[config.mk]
export PLATFORM = sky130hd
export DESIGN_NAME = ac_ir_frame_decoder_top
export DESIGN_NICKNAME = d
export VERILOG_FILES = /design/src/rtl/acir_pkg.sv /design/src/rtl/ac_ir_frame_decoder_top.sv
export SDC_FILE = /design/constraint.sdc
export NUM_CORES = 1
export LEC_CHECK = 0
export ABC_AREA = 1
export BUFFER_PORTS_ARGS = -buffer_cell sky130_fd_sc_hd__buf_4
export CAP_MARGIN = 20
export CORE_ASPECT_RATIO = 1.75
export CORE_MARGIN = 2
export CORE_UTILIZATION = 62
export CTS_CLUSTER_DIAMETER = 200
export DETAILED_ROUTE_END_ITERATION = 8
export GPL_TIMING_DRIVEN = 0
export MAX_ROUTING_LAYER = met4
export PLACE_DENSITY = 0.84
export SLEW_MARGIN = 10
export SYNTH_ARGS = -nofsm -noshare
export SYNTH_HDL_FRONTEND = slang
export SYNTH_SLANG_ARGS = --single-unit
[constraint.sdc]
create_clock -name aclk -period 3.4 [get_ports aclk]
set_input_delay 0.34 -clock aclk [delete_from_list [all_inputs] [get_ports aclk]]
set_output_delay 0.34 -clock aclk [all_outputs]
set_load 0.02 [all_outputs]
[src/rtl/acir_pkg.sv]
`timescale 1ns / 1ps
`default_nettype none

package acir_pkg;

    typedef logic [5:0] pos_t;
    typedef logic [4:0] idx_t;
    typedef logic [7:0] byte_t;

    // frame layout
    localparam pos_t HALF_LEN     = 6'd17;
    localparam pos_t SHORT_LEN    = 6'd14;
    localparam pos_t FRAME_LEN    = 6'd36;
    localparam pos_t REPEAT_START = 6'd18;
    localparam pos_t REPEAT_END   = 6'd35;
    localparam pos_t SHORT_END    = 6'd32;
    localparam pos_t MARKER_POS   = 6'd32;
    localparam pos_t POS_MAX      = 6'd37;

    localparam byte_t HEADER_BYTE = 8'h23;
    localparam byte_t MARKER_BYTE = 8'h24;

    // field masks
    localparam byte_t MODE_MASK    = 8'h38;
    localparam byte_t VANE_MASK    = 8'hF8;
    localparam byte_t WIDE_MASK    = 8'hF0;
    localparam byte_t AREA_MASK    = 8'hC0;
    localparam byte_t INSTALL_MASK = 8'h18;

    // repeat flag bits
    localparam int REP_ALL    = 0;
    localparam int REP_SHORT  = 1;
    localparam int REP_MARKER = 2;

    // setting codes
    localparam logic [1:0] POWER_OFF       = 2'd0;
    localparam logic [1:0] POWER_ON        = 2'd1;
    localparam logic [2:0] MODE_FAN        = 3'd0;
    localparam logic [2:0] MODE_AUTO       = 3'd1;
    localparam logic [2:0] MODE_HEAT       = 3'd2;
    localparam logic [2:0] MODE_MAINT_HEAT = 3'd3;
    localparam logic [2:0] MODE_COOL       = 3'd4;
    localparam logic [2:0] MODE_DRY        = 3'd5;
    localparam logic [2:0] FAN_TOP_SPEED   = 3'd4;
    localparam logic [3:0] VANE_AUTO1      = 4'd0;
    localparam logic [3:0] VANE_UP         = 4'd1;
    localparam logic [3:0] VANE_UP1        = 4'd2;
    localparam logic [3:0] VANE_UP2        = 4'd3;
    localparam logic [3:0] VANE_UP3        = 4'd4;
    localparam logic [3:0] VANE_DOWN       = 4'd5;
    localparam logic [3:0] VANE_SWING      = 4'd6;
    localparam logic [3:0] VANE_AUTO2      = 4'd7;
    localparam logic [3:0] VANE_AUTO3      = 4'd8;
    localparam logic [3:0] WIDE_SWING      = 4'd6;
    localparam logic [3:0] WIDE_SPLIT      = 4'd7;
    localparam logic [1:0] INSTALL_LEFT    = 2'd0;
    localparam logic [1:0] INSTALL_CENTER  = 2'd1;
    localparam logic [1:0] INSTALL_RIGHT   = 2'd2;

    // codes for unrecognised setting values
    localparam logic [1:0] POWER_UNKNOWN   = 2'd2;
    localparam logic [2:0] MODE_UNKNOWN    = 3'd6;
    localparam logic [2:0] FAN_UNKNOWN     = 3'd5;
    localparam logic [3:0] VANE_UNKNOWN    = 4'd9;
    localparam logic [3:0] WIDE_UNKNOWN    = 4'd8;
    localparam logic [1:0] INSTALL_UNKNOWN = 2'd3;

    localparam int OUT_BYTES = 5;

    typedef struct packed {
        logic [1:0] install_code;
        logic [1:0] area_mode_code;
        logic [3:0] wide_vane_code;
        logic [3:0] vane_code;
        logic [2:0] fan_code;
        logic [8:0] set_temperature;
        logic [2:0] feature_flags;
        logic [2:0] mode_code;
        logic [1:0] power_code;
        logic       checksum_ok;
        logic       frame_recognized;
    } frame_result_t;

endpackage

`default_nettype wire

[src/rtl/ac_ir_frame_decoder_top.sv]
`timescale 1ns / 1ps
`default_nettype none

// decodes one 36-byte air-conditioner infrared frame delivered a byte per beat on the
// slave stream, with s_axis_tlast on the final byte, and emits one result beat per frame
// on the master stream; a byte is taken every cycle, it is held in the input register
// and then folded into the frame state, and the result of a frame is registered in the
// result register when its last beat is folded in; the update of position, checksum sum
// and repeat flags for every byte is what sets the rate of one byte per cycle,
// and input beats stall only when a finished result is still waiting on m_axis_tready
// while the next frame's last byte is ready to be folded in
module ac_ir_frame_decoder_top (
    input  wire logic        aclk,
    input  wire logic        aresetn,
    input  wire logic        s_axis_tvalid,
    output logic             s_axis_tready,
    input  wire logic [7:0]  s_axis_tdata,   // data_byte
    input  wire logic        s_axis_tlast,   // frame_end
    output logic             m_axis_tvalid,
    input  wire logic        m_axis_tready,
    // [0] frame_recognized, [1] checksum_ok, [3:2] power_code, [6:4] mode_code,
    // [9:7] feature_flags, [18:10] set_temperature, [21:19] fan_code,
    // [25:22] vane_code, [29:26] wide_vane_code, [31:30] area_mode_code,
    // [33:32] install_code, [39:34] zero
    output logic [8*acir_pkg::OUT_BYTES-1:0] m_axis_tdata
);
    import acir_pkg::*;

    localparam int ResW = $bits(frame_result_t);

    // input register
    logic  in_valid_reg, in_valid_next;
    byte_t in_byte_reg;
    logic  in_last_reg;

    // frame state
    pos_t       pos_reg, pos_next;
    byte_t      sum_reg, sum_next;
    logic       sum_ok_reg, sum_ok_next;
    logic [2:0] rep_reg, rep_next;
    byte_t      store_reg [HALF_LEN];

    // result register
    logic          out_valid_reg, out_valid_next;
    frame_result_t out_data_reg;
    frame_result_t res;

    logic  proc;
    logic  in_write;
    logic  in_repeat;
    pos_t  rd_pos;
    byte_t rd_byte;
    logic  frame_ok;
    byte_t b6, b7, b8, b9, b13, b14, b15;

    // the item in the input register moves on unless it would need a busy result register
    assign proc          = in_valid_reg && (!in_last_reg || !out_valid_reg || m_axis_tready);
    assign s_axis_tready = !in_valid_reg || proc;

    assign in_write  = (pos_reg < HALF_LEN);
    assign in_repeat = (pos_reg >= REPEAT_START) && (pos_reg < REPEAT_END);
    assign rd_pos    = pos_reg - REPEAT_START;
    assign rd_byte   = store_reg[rd_pos[4:0]];

    // state update for the byte in the input register
    always_comb begin
        pos_next    = pos_reg;
        sum_next    = sum_reg;
        sum_ok_next = sum_ok_reg;
        rep_next    = rep_reg;
        if (in_write) begin
            sum_next = sum_reg + in_byte_reg;
        end else if (pos_reg == HALF_LEN) begin
            sum_ok_next = (sum_reg == in_byte_reg);
        end else if (in_repeat) begin
            if (in_byte_reg != rd_byte) begin
                rep_next[REP_ALL] = 1'b0;
                if (pos_reg < SHORT_END) begin
                    rep_next[REP_SHORT] = 1'b0;
                end
            end
            if ((pos_reg == MARKER_POS) && (in_byte_reg != MARKER_BYTE)) begin
                rep_next[REP_MARKER] = 1'b0;
            end
        end
        if (pos_reg < POS_MAX) begin
            pos_next = pos_reg + 6'd1;
        end
    end

    // recognised only on the 36th byte; store is settled by then
    assign frame_ok = (pos_reg == FRAME_LEN - 6'd1) && (store_reg[0] == HEADER_BYTE) &&
                      (rep_next[REP_ALL] || (rep_next[REP_SHORT] && rep_next[REP_MARKER]));

    assign b6  = store_reg[6];
    assign b7  = store_reg[7];
    assign b8  = store_reg[8];
    assign b9  = store_reg[9];
    assign b13 = store_reg[13];
    assign b14 = store_reg[14];
    assign b15 = store_reg[15];

    // setting decode
    always_comb begin
        res = '0;
        if (frame_ok) begin
            res.frame_recognized = 1'b1;
            res.checksum_ok      = sum_ok_reg;

            unique case (store_reg[5])
                8'h00:   res.power_code = POWER_OFF;
                8'h20:   res.power_code = POWER_ON;
                default: res.power_code = POWER_UNKNOWN;
            endcase

            unique case (b6 & MODE_MASK)
                8'h38:   res.mode_code = MODE_FAN;
                8'h20:   res.mode_code = MODE_AUTO;
                8'h08:   res.mode_code = (b15 == 8'h20) ? MODE_MAINT_HEAT : MODE_HEAT;
                8'h18:   res.mode_code = MODE_COOL;
                8'h10:   res.mode_code = MODE_DRY;
                default: res.mode_code = MODE_UNKNOWN;
            endcase

            res.feature_flags   = {b15[6], b14[2], b6[6]};
            res.set_temperature = (b7 == 8'h00) ? 9'd10 : ({1'b0, b7} + 9'd16);
            res.fan_code        = (b9[2:0] <= FAN_TOP_SPEED) ? b9[2:0] : FAN_UNKNOWN;

            unique case (b9 & VANE_MASK)
                8'h40:   res.vane_code = VANE_AUTO1;
                8'h48:   res.vane_code = VANE_UP;
                8'h50:   res.vane_code = VANE_UP1;
                8'h58:   res.vane_code = VANE_UP2;
                8'h60:   res.vane_code = VANE_UP3;
                8'h68:   res.vane_code = VANE_DOWN;
                8'h78:   res.vane_code = VANE_SWING;
                8'h80:   res.vane_code = VANE_AUTO2;
                8'hB8:   res.vane_code = VANE_AUTO3;
                default: res.vane_code = VANE_UNKNOWN;
            endcase

            unique case (b8 & WIDE_MASK) inside
                8'h00, 8'h10, 8'h20, 8'h30, 8'h40, 8'h50: res.wide_vane_code = b8[7:4];
                8'hC0:   res.wide_vane_code = WIDE_SWING;
                8'h80:   res.wide_vane_code = WIDE_SPLIT;
                default: res.wide_vane_code = WIDE_UNKNOWN;
            endcase

            res.area_mode_code = b13[7:6] & AREA_MASK[7:6];

            unique case (b14 & INSTALL_MASK)
                8'h08:   res.install_code = INSTALL_LEFT;
                8'h10:   res.install_code = INSTALL_CENTER;
                8'h18:   res.install_code = INSTALL_RIGHT;
                default: res.install_code = INSTALL_UNKNOWN;
            endcase
        end
    end

    always_comb begin
        in_valid_next = in_valid_reg;
        if (s_axis_tready) begin
            in_valid_next = s_axis_tvalid;
        end
    end

    always_comb begin
        out_valid_next = out_valid_reg;
        if (proc && in_last_reg) begin
            out_valid_next = 1'b1;
        end else if (m_axis_tready) begin
            out_valid_next = 1'b0;
        end
    end

    // control registers
    always_ff @(posedge aclk) begin
        if (!aresetn) begin
            in_valid_reg  <= 1'b0;
            out_valid_reg <= 1'b0;
            pos_reg       <= '0;
            sum_reg       <= '0;
            sum_ok_reg    <= 1'b0;
            rep_reg       <= 3'b111;
        end else begin
            in_valid_reg  <= in_valid_next;
            out_valid_reg <= out_valid_next;
            if (proc) begin
                if (in_last_reg) begin
                    // frame end: back to the start state, store keeps its bytes
                    pos_reg    <= '0;
                    sum_reg    <= '0;
                    sum_ok_reg <= 1'b0;
                    rep_reg    <= 3'b111;
                end else begin
                    pos_reg    <= pos_next;
                    sum_reg    <= sum_next;
                    sum_ok_reg <= sum_ok_next;
                    rep_reg    <= rep_next;
                end
            end
        end
    end

    // payload registers
    always_ff @(posedge aclk) begin
        if (s_axis_tvalid && s_axis_tready) begin
            in_byte_reg <= s_axis_tdata;
            in_last_reg <= s_axis_tlast;
        end
        if (proc && in_last_reg) begin
            out_data_reg <= res;
        end
    end

    // first half of the frame
    always_ff @(posedge aclk) begin
        if (proc && in_write) begin
            store_reg[pos_reg[4:0]] <= in_byte_reg;
        end
    end

    assign m_axis_tvalid = out_valid_reg;
    assign m_axis_tdata  = {{(8*OUT_BYTES-ResW){1'b0}}, out_data_reg};

    // an unrecognised frame carries nothing but zeros
    a_unrec_zero: assert property (@(posedge aclk) disable iff (!aresetn)
        (m_axis_tvalid && !m_axis_tdata[0]) |-> (m_axis_tdata[8*OUT_BYTES-1:1] == '0))
        else $error("unrecognised frame result has non-zero fields");

    // position never runs past its saturation point
    a_pos_sat: assert property (@(posedge aclk) disable iff (!aresetn)
        pos_reg <= POS_MAX)
        else $error("byte position beyond saturation");

    // folding in a last byte restarts the frame state
    a_restart: assert property (@(posedge aclk) disable iff (!aresetn)
        (proc && in_last_reg) |=> (pos_reg == '0 && sum_reg == '0 && rep_reg == 3'b111))
        else $error("frame state not restarted after last byte");

    // a recognised result always reports a temperature of at least ten
    a_temp: assert property (@(posedge aclk) disable iff (!aresetn)
        (m_axis_tvalid && m_axis_tdata[0]) |-> (m_axis_tdata[18:10] >= 9'd10))
        else $error("recognised frame with temperature below ten");

endmodule

`default_nettype wire

* After elaboration in Yosys (flattened, before gate mapping)
Memories as Yosys holds them, arrays and structs flattened. A register that Yosys moved wholly into a read port is not among the register bits.
Cells that the tools add are included.
Widths: inputs -> output; s select.
** Storage, ports and cells
- Register bits after elaboration :: 61
- Output and inout bits :: 42
- Word-level logic and storage cells :: 123
- Latch bits :: 0
- Memory bits (read-only) :: 0
- Bits of input ports :: 13
- Memories :: 1
- RAM bits :: 136
** Memories
- store_reg :: words 17, width 8, rd ports 10, clocked after Yosys merged registers in 1, write ports 1, line ac_ir_frame_decoder_top.sv:41 : byte_t store_reg [HALF_LEN];
** Cells by class
- Add/subtract/negate cells :: 4
- Magnitude comparators :: 6
- Bitwise gates (word level) :: 1
- Multipliers :: 0
- Shifts and indexed selects :: 0
- Mux-type cells :: 27
- Divide/modulo/power cells :: 0
- Eq/ne operators :: 34
- Reductions and logical operators :: 30
** Operators with widths (number)
- $pmux 4 s9 :: 1
- $eq 5x4->1 const B :: 7
- $eq 8x6->1 const B :: 3
- $logic_not 8->1 :: 3
- $lt 6x6->1 const B :: 3
- $mux 8 :: 2
- $mux 3 :: 5
- $pmux 3 s5 :: 1
- $eq 6x6->1 const B :: 2
- $mux 6 :: 2
- $pmux 4 s3 :: 1
- $mux 1 :: 11
- $eq 5x5->1 const B :: 2
- $add 8x5->9 const B :: 1
- $logic_and 1x1->1 :: 9
- $add 8x8->8 :: 1
- $eq 4x2->1 const B :: 2
- $eq 4x3->1 const B :: 2
- $eq 4x4->1 const B :: 2
- $eq 8x8->1 :: 1
- $ne 8x6->1 const B :: 1
- $ne 8x8->1 :: 1
- $reduce_bool 2->1 :: 4
- $add 6x1->6 const B :: 1
- 23 further kinds :: 34

* Logic depth before layout (Yosys ltp)
Gate-level depths: netlist (run 1).
An unclocked memory read counts as a cell.
- Depth in word-level cells :: 12
- Mapped depth :: 24

* Worst setup path after synthesis (run 1)
Ideal clock, no wire load.
- Path kind :: register to register
- From :: reg pos_reg[1]
- To :: reg out_data_reg (netlist bit m_axis_tdata[0]), data pin
- Data arrival time :: 2.778 ns
- Cell stages (with the launch flop) :: 24
- Period minus slack after synthesis :: 3.032 ns
- Path buffers :: 5
- Required time :: 3.147 ns
- Slack :: 0.368 ns
- Path through :: dfxtp_1 -> inv_1 -> buf_4 -> buf_2 -> ha_1 -> clkbuf_1 -> inv_1 -> clkbuf_1 -> nand3_1 -> nand2_1 -> nand2_1 -> nand3_1 -> nand3_1 -> nand2_1 -> inv_1 -> nand2_1 -> nor2_1 -> nand2_1 -> nand2_1 -> nand3_1 -> nand2_2 -> nand2_4 -> buf_6 -> inv_1
** Between the ends
- Longest elaborated chain between the ends :: 11
** RTL lines
- start, declared :: line ac_ir_frame_decoder_top.sv:37 : pos_t pos_reg, pos_next;
- start signal, assigned :: line ac_ir_frame_decoder_top.sv:196 : pos_reg <= pos_next;
- $sub 5x5->5 :: line ac_ir_frame_decoder_top.sv:62 : assign rd_pos = pos_reg - REPEAT_START;
- $mem_v2 17x8
- $ne 8x8->1 :: line ac_ir_frame_decoder_top.sv:76 : if (in_byte_reg != rd_byte) begin
- $mux 2 :: line ac_ir_frame_decoder_top.sv:76
- $mux 3 :: line ac_ir_frame_decoder_top.sv:75 : end else if (in_repeat) begin
- $mux 3 :: line ac_ir_frame_decoder_top.sv:73 : end else if (pos_reg == HALF_LEN) begin
- $mux 3 :: line ac_ir_frame_decoder_top.sv:71 : if (in_write) begin
- $logic_and 1x1->1 :: line ac_ir_frame_decoder_top.sv:93 : (rep_next[REP_ALL] || (rep_next[REP_SHORT] && rep_next[REP_MARKER]));
- $logic_or 1x1->1 :: line ac_ir_frame_decoder_top.sv:93
- $logic_and 1x1->1 (*) :: line ac_ir_frame_decoder_top.sv:92 : assign frame_ok = (pos_reg == FRAME_LEN - 6'd1) && (store_reg[0] == HEADER_BYTE) &&
- via frame_ok :: line ac_ir_frame_decoder_top.sv:53 : logic frame_ok;
- $mux 1 (*) :: line ac_ir_frame_decoder_top.sv:106 : if (frame_ok) begin
- end signal, assigned :: line ac_ir_frame_decoder_top.sv:212 : out_data_reg <= res;
- end, declared :: line ac_ir_frame_decoder_top.sv:45 : frame_result_t out_data_reg;
Mark *: on every way through the listed nets, which the timed path passes. The rest lies on a longest branch.
A chain may end at the register's enable or synchronous reset.

* Final worst setup path (run 1)
- From :: reg pos_reg[1]
- To :: reg out_data_reg (netlist bit m_axis_tdata[22]), data pin
** Between the ends
- Longest elaborated chain between the ends :: 10
** RTL lines (line)
- $sub 5x5->5 :: ac_ir_frame_decoder_top.sv:62
- $mem_v2 17x8
- $ne 8x8->1 :: ac_ir_frame_decoder_top.sv:76
- $mux 2 :: ac_ir_frame_decoder_top.sv:76
- $mux 3 :: ac_ir_frame_decoder_top.sv:75
- $mux 3 :: ac_ir_frame_decoder_top.sv:73
- $mux 3 :: ac_ir_frame_decoder_top.sv:71
- $logic_and 1x1->1 :: ac_ir_frame_decoder_top.sv:93
- $logic_or 1x1->1 :: ac_ir_frame_decoder_top.sv:93
- $logic_and 1x1->1 (*) :: ac_ir_frame_decoder_top.sv:92
Every way passes the cells marked *; elsewhere a longest branch is shown, timed or not.

==> out/results.tsv, run 1 <==
stage	metric	value	unit
status	status	finished, final reports clean	
yosys	cell area after synthesis	14200	µm²
yosys	Netlist cell types	39	
die	die height	204	µm
yosys	Synth top cells by count	nand2_1 (365), edfxtp_1 (299), nor2_1 (148)	
yosys	Mean Syn Cell Area	10.4	µm²
place	hpwl dp	26.2	mm
routing	final wirelength	38.5	mm
clock_network	number of CTS-inserted buffers	28	
die	Starting Density	62.8	%
sta	Fin. Hold Viols	0	
yosys	share of the synthesized area in the top cell type	63.1	%
final_layout	Nets	1603	
yosys	Area contributors post-synth	edfxtp_1 (63%), nand2_1 (9.6%), nand3_1 (4.6%)	
flow_run	max cap viols	0	
place	IO Port Bufs	48	
yosys	prevailing post-synth register cell	edfxtp_1	
die	row count	73	
yosys	synth warn	0	
clock_network	CTS sink count	319	
sta	headroom to the max-slew limit	11.0	%
critical_path	CP startpoint kind	register	
global_routing	global-route wire length before repair	56.6	mm
final_layout	fraction of layout cells with a size suffix above 1	12.8	%
yosys	count leader, synth	nand2_1	
critical_path	Crit-path slowest cell	dfxtp_4	
clock_network	CTS tree	built	
critical_path	R2R setup slack	0.07	ns
sta	fin. max-slew vios	0	
critical_path	CP arrival	3.75	ns
global_routing	gr ovfl total	0	
clock_network	worst-case clock buffer depth	3	
place	RD Place Congestion	0.991	
final_layout	final core utilization	74.4	%
sta	setup_tns	0	ns
sta	achievable frequency	301	MHz
sta	RSZ-0062 raised after global routing	true	
final_layout	Fillers	1559	
power_and_ir_drop	Power Density	513	nW/µm²
final_layout	post-route cell area	16900	µm²
die	die area	24200	µm²
sta	final setup violating endpoints	0	
global_routing	largest net degree at the start of global routing	28	
global_routing	Overall Global Routing Usage	32.5	%
die	Die X-Extent	119	µm
final_layout	max FFs per register	256	
global_routing	initial antenna violation count	0	
yosys	#FFs+latches synth	319	
critical_path	critical path, cell by cell	inv_1 -> buf_12 -> ha_4 -> clkinvlp_4 -> buf_12 -> buf_8 -> nand3_1 -> nand2_1 -> nand2_1 -> nand3_1 -> nand2_1 -> nand2_1 -> nand2_1 -> nand2_1 -> nor2_1 -> nand2_2 -> nand2_1 -> nand3_1 -> nand2_2 -> nand2_8 -> buf_12 -> nor2_2	
sta	Period minus WS final	3.33	ns
routing	vias per cell	5.66	
yosys	Async SR Flop Fraction	0	%
clock_network	Reg clk slew, reported paths	0.07	ns
sta	Tightest Pin Transition	1.32	ns
yosys	Gate Count Post-Synth	1366	
die	core footprint	22700	µm²
routing	Vias	10700	
routing	1st-iter DRT viols	1176	
critical_path	worst-path fanout max	22	
clock_network	H-tree levels	1	
critical_path	endpoint class of the critical path	register	
routing	DR pass1 iterations	8	
yosys	Seq/Total Area, Yosys	65.9	%
die	I/O Pins	55	
yosys	cell taking the most area after synthesis	edfxtp_1	
clock_network	clock root buffer	clkbuf_16	
routing	DRT antenna net count	0	
worst_hold_path	Min-Delay Path Class	primary input to register	
critical_path	WP data required	3.82	ns
power_and_ir_drop	Leak	7.10	nW
sta	Fin Clk Skew	0.0244	ns
yosys	EDFF count, synth	299	
routing	wire per inst	20.4	µm
sta	period utilisation layout	97.9	%
place	placed cell area	15600	µm²
critical_path	crit path kind	register to register	
power_and_ir_drop	Power, Total	8.66	mW
power_and_ir_drop	maximum VDD drop	0.502	mV
final_layout	layout overhead on the synthesized area	18.5	%
clock_network	Skew-Pair Late Insertion Delay	0.57	ns
routing	DR DRC count	0	
critical_path	CP peak stage delay	0.39	ns
final_layout	Ant. Diodes	0	
global_routing	vias in the first global route	10500	
critical_path	most used cell, CP	nand2_1	
==> power breakdown <==
part / total, mW / internal, mW / switching [mW] / leakage (nW)
clock network: 3.34 / 1.95 / 1.39 / 0.476
logic: 0.860 / 0.284 / 0.576 / 3.67
registers: 4.46 / 4.40 / 0.0631 / 2.95
==> critical path, delay by kind of cell, from the launching register on <==
family,cells,cell delay (ns)
simple gates,15,1.42
buf+inv,6,0.94
flops,1,0.39
fa+ha+maj,1,0.36
==> cell families (layout without fill, tap and decap cells) <==
family | after synthesis | count (layout) | synth area share (%)
simple gates | 694 | 694 | 20.4
flops | 319 | 319 | 65.9
buf+inv | 207 | 331 | 6.78
compound gates | 122 | 122 | 4.78
fa+ha+maj | 19 | 19 | 1.72
xor+xnor | 4 | 4 | 0.378
other cells | 1 | 102 | 0.0264
==> area by class of cell <==
type / count / area, µm² / area share, %
flip-flops and latches: 319 / 9380 / 55.6
multi-input cells: 941 / 4300 / 25.5
clock buffers: 41 / 843 / 5.00
repair buffers: 77 / 808 / 4.79
inverters: 146 / 552 / 3.27
plain buffers: 58 / 474 / 2.81
well taps: 300 / 375 / 2.23
clock inverters: 9 / 126 / 0.749
==> routing by layer <==
layer / share of wire [%] / GRT usage, % / wire, µm
met3: 8.7 / 5.02 / 3350
met4: 8.3 / 23.0 / 3210
met5: 0 / - / 0
met1: 33 / 33.6 / 12500
met2: 50 / 56.2 / 19400
==> per-stage QoR <==
stage	std cells	setup WS, ns	hold WS [ns]
3_3_place_gp	1815	-1.25	0.450
2_1_floorplan	1467	0.368	0.437
5_1_grt	1891	-0.0508	0.0649
6_report	1891	0.0729	0.0565
3_5_place_dp	1824	-1.19	0.467
4_1_cts	1881	0.0293	0.0419
==> layout by cell type (no fill, tap or decap), drive strengths merged, types with 11 or more instances in the layout <==
master,count
clkbuf,51
nand2,368
buf,116
edfxtp,299
o211ai,15
ha,18
a21oi,35
conb,102
inv,145
nor4,11
o21ai,64
nand3,131
dfxtp,20
nor2,168
==> repair_timing <==
item / CTS / global route
endpoints found under the hold margin: 9 / 0
pin swaps: 0 / 3
gates resized for setup: 16 / 23
setup endpoints to repair: 68 / 64
hold buffers: 9 / 0
buffers inserted: 0 / 8
gates cloned: 0 / 3
==> worst paths after layout <==
check                startpoint          endpoint  cells after the start
setup / recovery     pos_reg[1]  m_axis_tdata[22]                     22
hold / removal    s_axis_tvalid      in_valid_reg                      3
setup reg to reg     pos_reg[1]  m_axis_tdata[22]                     22
hold reg to reg      rep_reg[1]        rep_reg[1]                      2
(Power assumes the default switching activity.)
==> run 2, diff against run 1 <==
--- a/config.mk
+++ b/config.mk
@@ -10,12 +10,12 @@
 export CAP_MARGIN = 20
 export CORE_ASPECT_RATIO = 1.75
 export CORE_MARGIN = 2
-export CORE_UTILIZATION = 62
+export CORE_UTILIZATION = 29
 export CTS_CLUSTER_DIAMETER = 200
 export DETAILED_ROUTE_END_ITERATION = 8
 export GPL_TIMING_DRIVEN = 0
 export MAX_ROUTING_LAYER = met4
-export PLACE_DENSITY = 0.84
+export PLACE_DENSITY = 0.47
 export SLEW_MARGIN = 10
 export SYNTH_ARGS = -nofsm -noshare
 export SYNTH_HDL_FRONTEND = slang
==> out/results.tsv, run 2 (synthesis results as in run 1) <==
stage	metric	value	unit	change
status	status	finished, final reports clean		
global_routing	Overall Global Routing Usage	18.2	%	-14 points
clock_network	H-tree levels	1		unchanged
critical_path	crit path kind	register to register		
global_routing	largest net degree at the start of global routing	38		+36%
critical_path	Crit-path slowest cell	dfxtp_4		
sta	final setup violating endpoints	0		unchanged
clock_network	number of CTS-inserted buffers	30		+7.1%
power_and_ir_drop	Power, Total	8.78	mW	+1.4%
sta	worst hold margin	0.0328	ns	-0.0238 ns
place	RD Place Congestion	0.904		-8.7%
die	die height	297	µm	+45%
sta	Fin. Hold Viols	0		unchanged
clock_network	CTS sink count	319		unchanged
critical_path	critical path, cell by cell	inv_2 -> buf_8 -> buf_12 -> ha_4 -> clkinvlp_4 -> buf_12 -> bufbuf_16 -> nand3_4 -> nand2_1 -> nand2_1 -> nand3_2 -> nand2_1 -> nand2_1 -> nand2_1 -> nand2_1 -> nor2_1 -> nand2_2 -> nand2_2 -> nand3_2 -> nand2_4 -> nand2_8 -> buf_8 -> nor2_2		
final_layout	fraction of layout cells with a size suffix above 1	15.8	%	+3.0 points
sta	setup_tns	0	ns	unchanged
die	Die X-Extent	171	µm	+45%
final_layout	most common cell after layout, fill and taps aside	nand2_1		
clock_network	Reg clk slew, reported paths	0.07	ns	about the same
routing	vias per cell	4.51		-20%
global_routing	vias in the first global route	10300		-1.5%
power_and_ir_drop	Power Density	497	nW/µm²	-3.1%
routing	DR DRC count	0		unchanged
clock_network	Skew-Pair Late Insertion Delay	0.58	ns	about the same
global_routing	initial antenna violation count	0		unchanged
routing	Vias	10200		-4.7%
worst_hold_path	worst hold path depth	3		unchanged
final_layout	Nets	1618		+0.94%
clock_network	CTS tree	built		
die	die area	50900	µm²	+110%
sta	RSZ-0062 raised after global routing	true		
final_layout	commonest non-fill, non-tap cells in the layout	nand2_1 (359), edfxtp_1 (299), inv_1 (139), nor2_1 (134), nand3_1 (114)		
die	Starting Density	29.3	%	-34 points
sta	Tightest Pin Transition	1.02	ns	-0.306 ns
place	Cells after DPL	2184		+20%
critical_path	CP arrival	3.73	ns	-0.02 ns
clock_network	clock root buffer	clkbuf_16		
critical_path	worst r2r path cells	23		+4.5%
critical_path	FF-to-FF Start	pos_reg[1]		
flow_run	max cap viols	0		unchanged
final_layout	Fillers	4862		+210%
critical_path	CP startpoint kind	register		
worst_hold_path	Hold EP	in_valid_reg		
sta	achievable frequency	304	MHz	+0.99%
clock_network	worst-case clock buffer depth	3		unchanged
routing	1st-iter DRT viols	632		-46%
sta	period utilisation layout	96.9	%	-0.96 points
critical_path	endpoint class of the critical path	register		
final_layout	area of the multi-input gates	4460	µm²	+3.8%
global_routing	gr ovfl total	0		unchanged
place	hpwl dp	31.2	mm	+19%
sta	headroom to the max-slew limit	32.3	%	+21 points
routing	wire per inst	19.7	µm	-3.5%
critical_path	worst-path fanout max	6		-73%
final_layout	Ant. Diodes	0		unchanged
routing	DR pass1 iterations	4		-4
power_and_ir_drop	maximum VDD drop	0.387	mV	-23%
final_layout	Post-Layout Cell Count	2263		+20%
final_layout	layout overhead on the synthesized area	24.0	%	
critical_path	reg2reg end	m_axis_tdata[3]		
final_layout	max FFs per register	256		unchanged
die	I/O Pins	55		unchanged
critical_path	WP data required	3.84	ns	+0.02 ns
global_routing	global-route wire length before repair	65.3	mm	+15%
place	IO Port Bufs	48		unchanged
sta	fin. max-slew vios	0		unchanged
routing	DRT antenna net count	0		unchanged
routing	final wirelength	44.5	mm	+15%
sta	Fin Clk Skew	0.0115	ns	-0.0130 ns
critical_path	R2R setup slack	0.11	ns	+0.03 ns
die	row count	107		+47%
die	core footprint	48600	µm²	+110%
final_layout	register area	9380	µm²	unchanged
critical_path	CP peak stage delay	0.37	ns	-0.02 ns
power_and_ir_drop	Leak	7.24	nW	+2.0%
sta	Period minus WS final	3.29	ns	-0.0327 ns
worst_hold_path	min-delay src	s_axis_tvalid		
worst_hold_path	Min-Delay Path Class	primary input to register		
critical_path	most used cell, CP	nand2_1		
-- run 2: changes by cell type in the layout (fill, tap and decap cells not counted), moves of 4 or more --
cell      change
nand2_1       -5
clkinv_1      +8
buf_4         +4
buf_8         +8
nand3_1      -15
nor2_2       +11
nand2_2       +4
nand3_2      +11
nor2_1       -12
clkinv_2      +4
clkbuf_1      -6
nand3_4       +4
-- run 2: what timing repair did --
action | in CTS | in global routing
pin swaps | 7 | 11
endpoints found under the hold margin | 9 | 0
setup buffers | 13 | 0
gates resized for setup | 47 | 42
cloned | 3 | 0
endpoints found under the setup margin | 140 | 82
hold buffers | 9 | 0
-- run 2: power by group --
part / internal (mW) / switching, mW
Combinational: 0.306 / 0.640
Sequential: 4.40 / 0.0433
Clock: 1.88 / 1.52
-- run 2: per-stage QoR --
step	worst slack [ns]	utilization [%]	area, µm²
2_1_floorplan	0.368	-	14600
3_3_place_gp	-1.49	32.5	15800
3_5_place_dp	-1.44	33.1	16100
4_1_cts	0.00519	36.0	17500
5_1_grt	-0.0278	36.3	17700
6_report	0.106	36.3	17700
-- run 2: critical path: cells and delay by family (launching register included) --
family	cells	cell delay, ns
fa+ha+maj	1	0.36
buf+inv	7	1.08
flops	1	0.37
simple gates	15	1.30
-- run 2: final cells by class --
cell class | count | area share, %
multi-input combinational | 941 | 25.3
clock inverter | 23 | 1.08
tap | 654 | 4.64
timing repair buffer | 88 | 5.42
sequential | 319 | 53.2
inverter | 146 | 3.13
buffer | 60 | 2.88
clock buffer | 32 | 4.42
-- run 2: how the worst max path moves through the flow --
stage,startpoint,endpoint,slack [ns]
after CTS,pos_reg[1],m_axis_tdata[3],0.005
after detailed placement,pos_reg[1],m_axis_tdata[0],-1.44
after floorplan,pos_reg[1],m_axis_tdata[0],0.37
after global placement,pos_reg[1],m_axis_tdata[0],-1.49
after global routing,pos_reg[0],store_reg[12][4],-0.03
final,pos_reg[1],m_axis_tdata[3],0.11
-- run 2: routing by layer --
layer	wire length [µm]	share of wire, %	global-route usage, %
met5	0	0	-
met4	2640	5.9	9.38
met3	1680	3.8	1.64
met2	24300	55	33.9
met1	15900	36	18.4
==> run 3, diff against run 2 <==
--- a/config.mk
+++ b/config.mk
@@ -16,6 +16,7 @@
 export GPL_TIMING_DRIVEN = 0
 export MAX_ROUTING_LAYER = met4
 export PLACE_DENSITY = 0.47
+export REMOVE_ABC_BUFFERS = 1
 export SLEW_MARGIN = 10
 export SYNTH_ARGS = -nofsm -noshare
 export SYNTH_HDL_FRONTEND = slang
==> constraint.sdc (replaced) <==
create_clock -name aclk -period 3.4 [get_ports aclk]
set_input_delay 0.68 -clock aclk [delete_from_list [all_inputs] [get_ports aclk]]
set_output_delay 0.68 -clock aclk [all_outputs]
set_load 0.02 [all_outputs]
==> out/results.tsv, run 3 (synthesis results as in run 1) <==
stage	metric	value	unit	change
status	status	finished, final reports clean		
routing	DRT antenna net count	0		unchanged
critical_path	critical path, cell by cell	buf_16 -> inv_6 -> buf_16 -> ha_1 -> nor2_1 -> nor2_1 -> inv_1 -> nor2_1 -> nand2_1 -> nor2_2		
global_routing	vias in the first global route	9903		-3.8%
clock_network	CTS tree	built		
clock_network	H-tree levels	2		+1
clock_network	number of CTS-inserted buffers	34		+13%
sta	Setup WS post-layout	0.0944	ns	-0.0112 ns
routing	wire per inst	16.6	µm	-16%
power_and_ir_drop	maximum VDD drop	0.281	mV	-28%
routing	1st-iter DRT viols	568		-10%
place	hpwl dp	21.8	mm	-30%
critical_path	CP peak stage delay	0.54	ns	+0.17 ns
die	row count	107		unchanged
die	Die X-Extent	171	µm	unchanged
global_routing	global-route wire length before repair	56.7	mm	-13%
final_layout	most common cell after layout, fill and taps aside	nand2_1		
sta	Tightest Pin Transition	0.887	ns	-0.129 ns
critical_path	most used cell, CP	nor2_1		
clock_network	Post-CTS Hold Buffers	0		-9
clock_network	worst-case clock buffer depth	3		unchanged
sta	fin. max-slew vios	0		unchanged
sta	Period minus WS final	3.31	ns	+0.0112 ns
final_layout	layout overhead on the synthesized area	22.7	%	
die	core footprint	48600	µm²	unchanged
global_routing	gr ovfl total	0		unchanged
critical_path	endpoint class of the critical path	register		
critical_path	WP data required	3.55	ns	-0.29 ns
critical_path	CP arrival	3.46	ns	-0.27 ns
sta	Fin. Hold Viols	0		unchanged
routing	DR pass1 iterations	5		+1
sta	RSZ-0062 raised after global routing	true		
global_routing	largest net degree at the start of global routing	70		+84%
final_layout	fraction of layout cells with a size suffix above 1	13.5	%	-2.4 points
flow_run	max cap viols	0		unchanged
final_layout	Nets	1568		-3.1%
final_layout	Ant. Diodes	0		unchanged
sta	achievable frequency	303	MHz	-0.34%
sta	worst hold margin	0.339	ns	+0.306 ns
final_layout	commonest non-fill, non-tap cells in the layout	nand2_1 (361), edfxtp_1 (299), inv_1 (139), nor2_1 (129), nand3_1 (126)		
routing	DR DRC count	0		unchanged
routing	Vias	9669		-5.3%
critical_path	crit path kind	register to register		
die	Starting Density	29.3	%	unchanged
clock_network	CTS sink count	319		unchanged
final_layout	max FFs per register	256		unchanged
worst_hold_path	Min-Delay Path Class	primary input to register		
power_and_ir_drop	Power Density	508	nW/µm²	+2.1%
place	post-place setup slack	-1.55	ns	-0.111 ns
power_and_ir_drop	Leak	7.05	nW	-2.6%
clock_network	Skew-Pair Late Insertion Delay	0.52	ns	-0.06 ns
global_routing	initial antenna violation count	0		unchanged
critical_path	CP startpoint kind	register		
sta	final setup violating endpoints	0		unchanged
place	IO Port Bufs	48		unchanged
critical_path	Crit-path slowest cell	nor2_2		
routing	vias per cell	4.37		-3.2%
die	die area	50900	µm²	unchanged
clock_network	clock root buffer	clkbuf_16		
sta	Fin Clk Skew	0.0191	ns	+0.00766 ns
die	I/O Pins	55		unchanged
sta	headroom to the max-slew limit	40.7	%	+8.4 points
die	die height	297	µm	unchanged
clock_network	Reg clk slew, reported paths	0.06	ns	about the same
sta	period utilisation layout	97.2	%	+0.33 points
global_routing	Overall Global Routing Usage	15.2	%	-3.0 points
routing	final wirelength	36.7	mm	-17%
place	RD Place Congestion	0.775		-14%
critical_path	worst-path fanout max	51		+45
run 3: cell types whose count changed in the layout (fill, tap and decap cells not counted), sizes merged:
cell         previous run  this run
clkinvlp                4         2
bufbuf                  1         7
clkinv                 18        20
clkbuf                 41        37
bufinv                  3         2
buf                   129        83
nand2                 368       371
inv                   144       147
dlygate4sd3             9         0
run 3: area by class of cell:
type,count,area (µm²)
Timing Repair Buffer,90,1160
Clock inverter,24,171
Clock buffer,37,883
Sequential cell,319,9390
Fill cell,4864,31100
Multi-Input combinational cell,944,4450
Timing Repair inverter,1,8.76
Tap cell,654,818
Inverter,146,586
run 3: power by group:
group / leakage [nW] / switching [mW] / internal [mW]
clock: 0.526 / 1.54 / 2.04
sequential: 2.95 / 0.0571 / 4.40
combinational: 3.57 / 0.537 / 0.302
run 3: repair_timing:
action                     4_1_cts  5_1_grt
pin swaps                        7        4
setup endpoints to repair      196       89
resized for setup               36       11
setup buffers                   16        0
cloned                          11        0
run 3: worst paths after layout:
check                                      from                to  slack (ns)  cells after the start
worst max-delay path                 pos_reg[0]  store_reg[17][7]        0.09                     10
worst min-delay path            s_axis_tdata[0]    in_byte_reg[0]        0.34                      1
worst max register to register       pos_reg[0]  store_reg[17][7]        0.09                     10
worst min register to register       rep_reg[2]        rep_reg[2]        0.47                      2
run 3: through the flow:
step	setup TNS [ns]	total power [mW]	std cells	util, %	instance area (µm²)
6_report	0	8.87	2215	35.9	17500
5_1_grt	-5.78	9.21	2215	35.9	17500
4_1_cts	0	8.97	2214	35.8	17400
3_5_place_dp	-82.56	5.28	2126	32.5	15800
3_3_place_gp	-1516.77	5.24	2108	31.6	15400
2_1_floorplan	-473.06	4.97	1406	-	14200
run 3: critical path: cells and delay by family (launching register included):
kind                       cells  cell delay (ns)
adders and majority gates      1             0.21
buffers and inverters          4             0.74
DFF                            1             0.37
and+or+nand+nor                5             1.55
run 3: layer usage:
layer / GRT usage [%] / up-vias / part of all wire (%)
met2: 28.3 / 172 / 55
met4: 5.49 / 0 / 3.4
met3: 1.74 / 66 / 3.0
li1: - / 4817 / -
met1: 16.3 / 4614 / 39
met5: - / - / 0
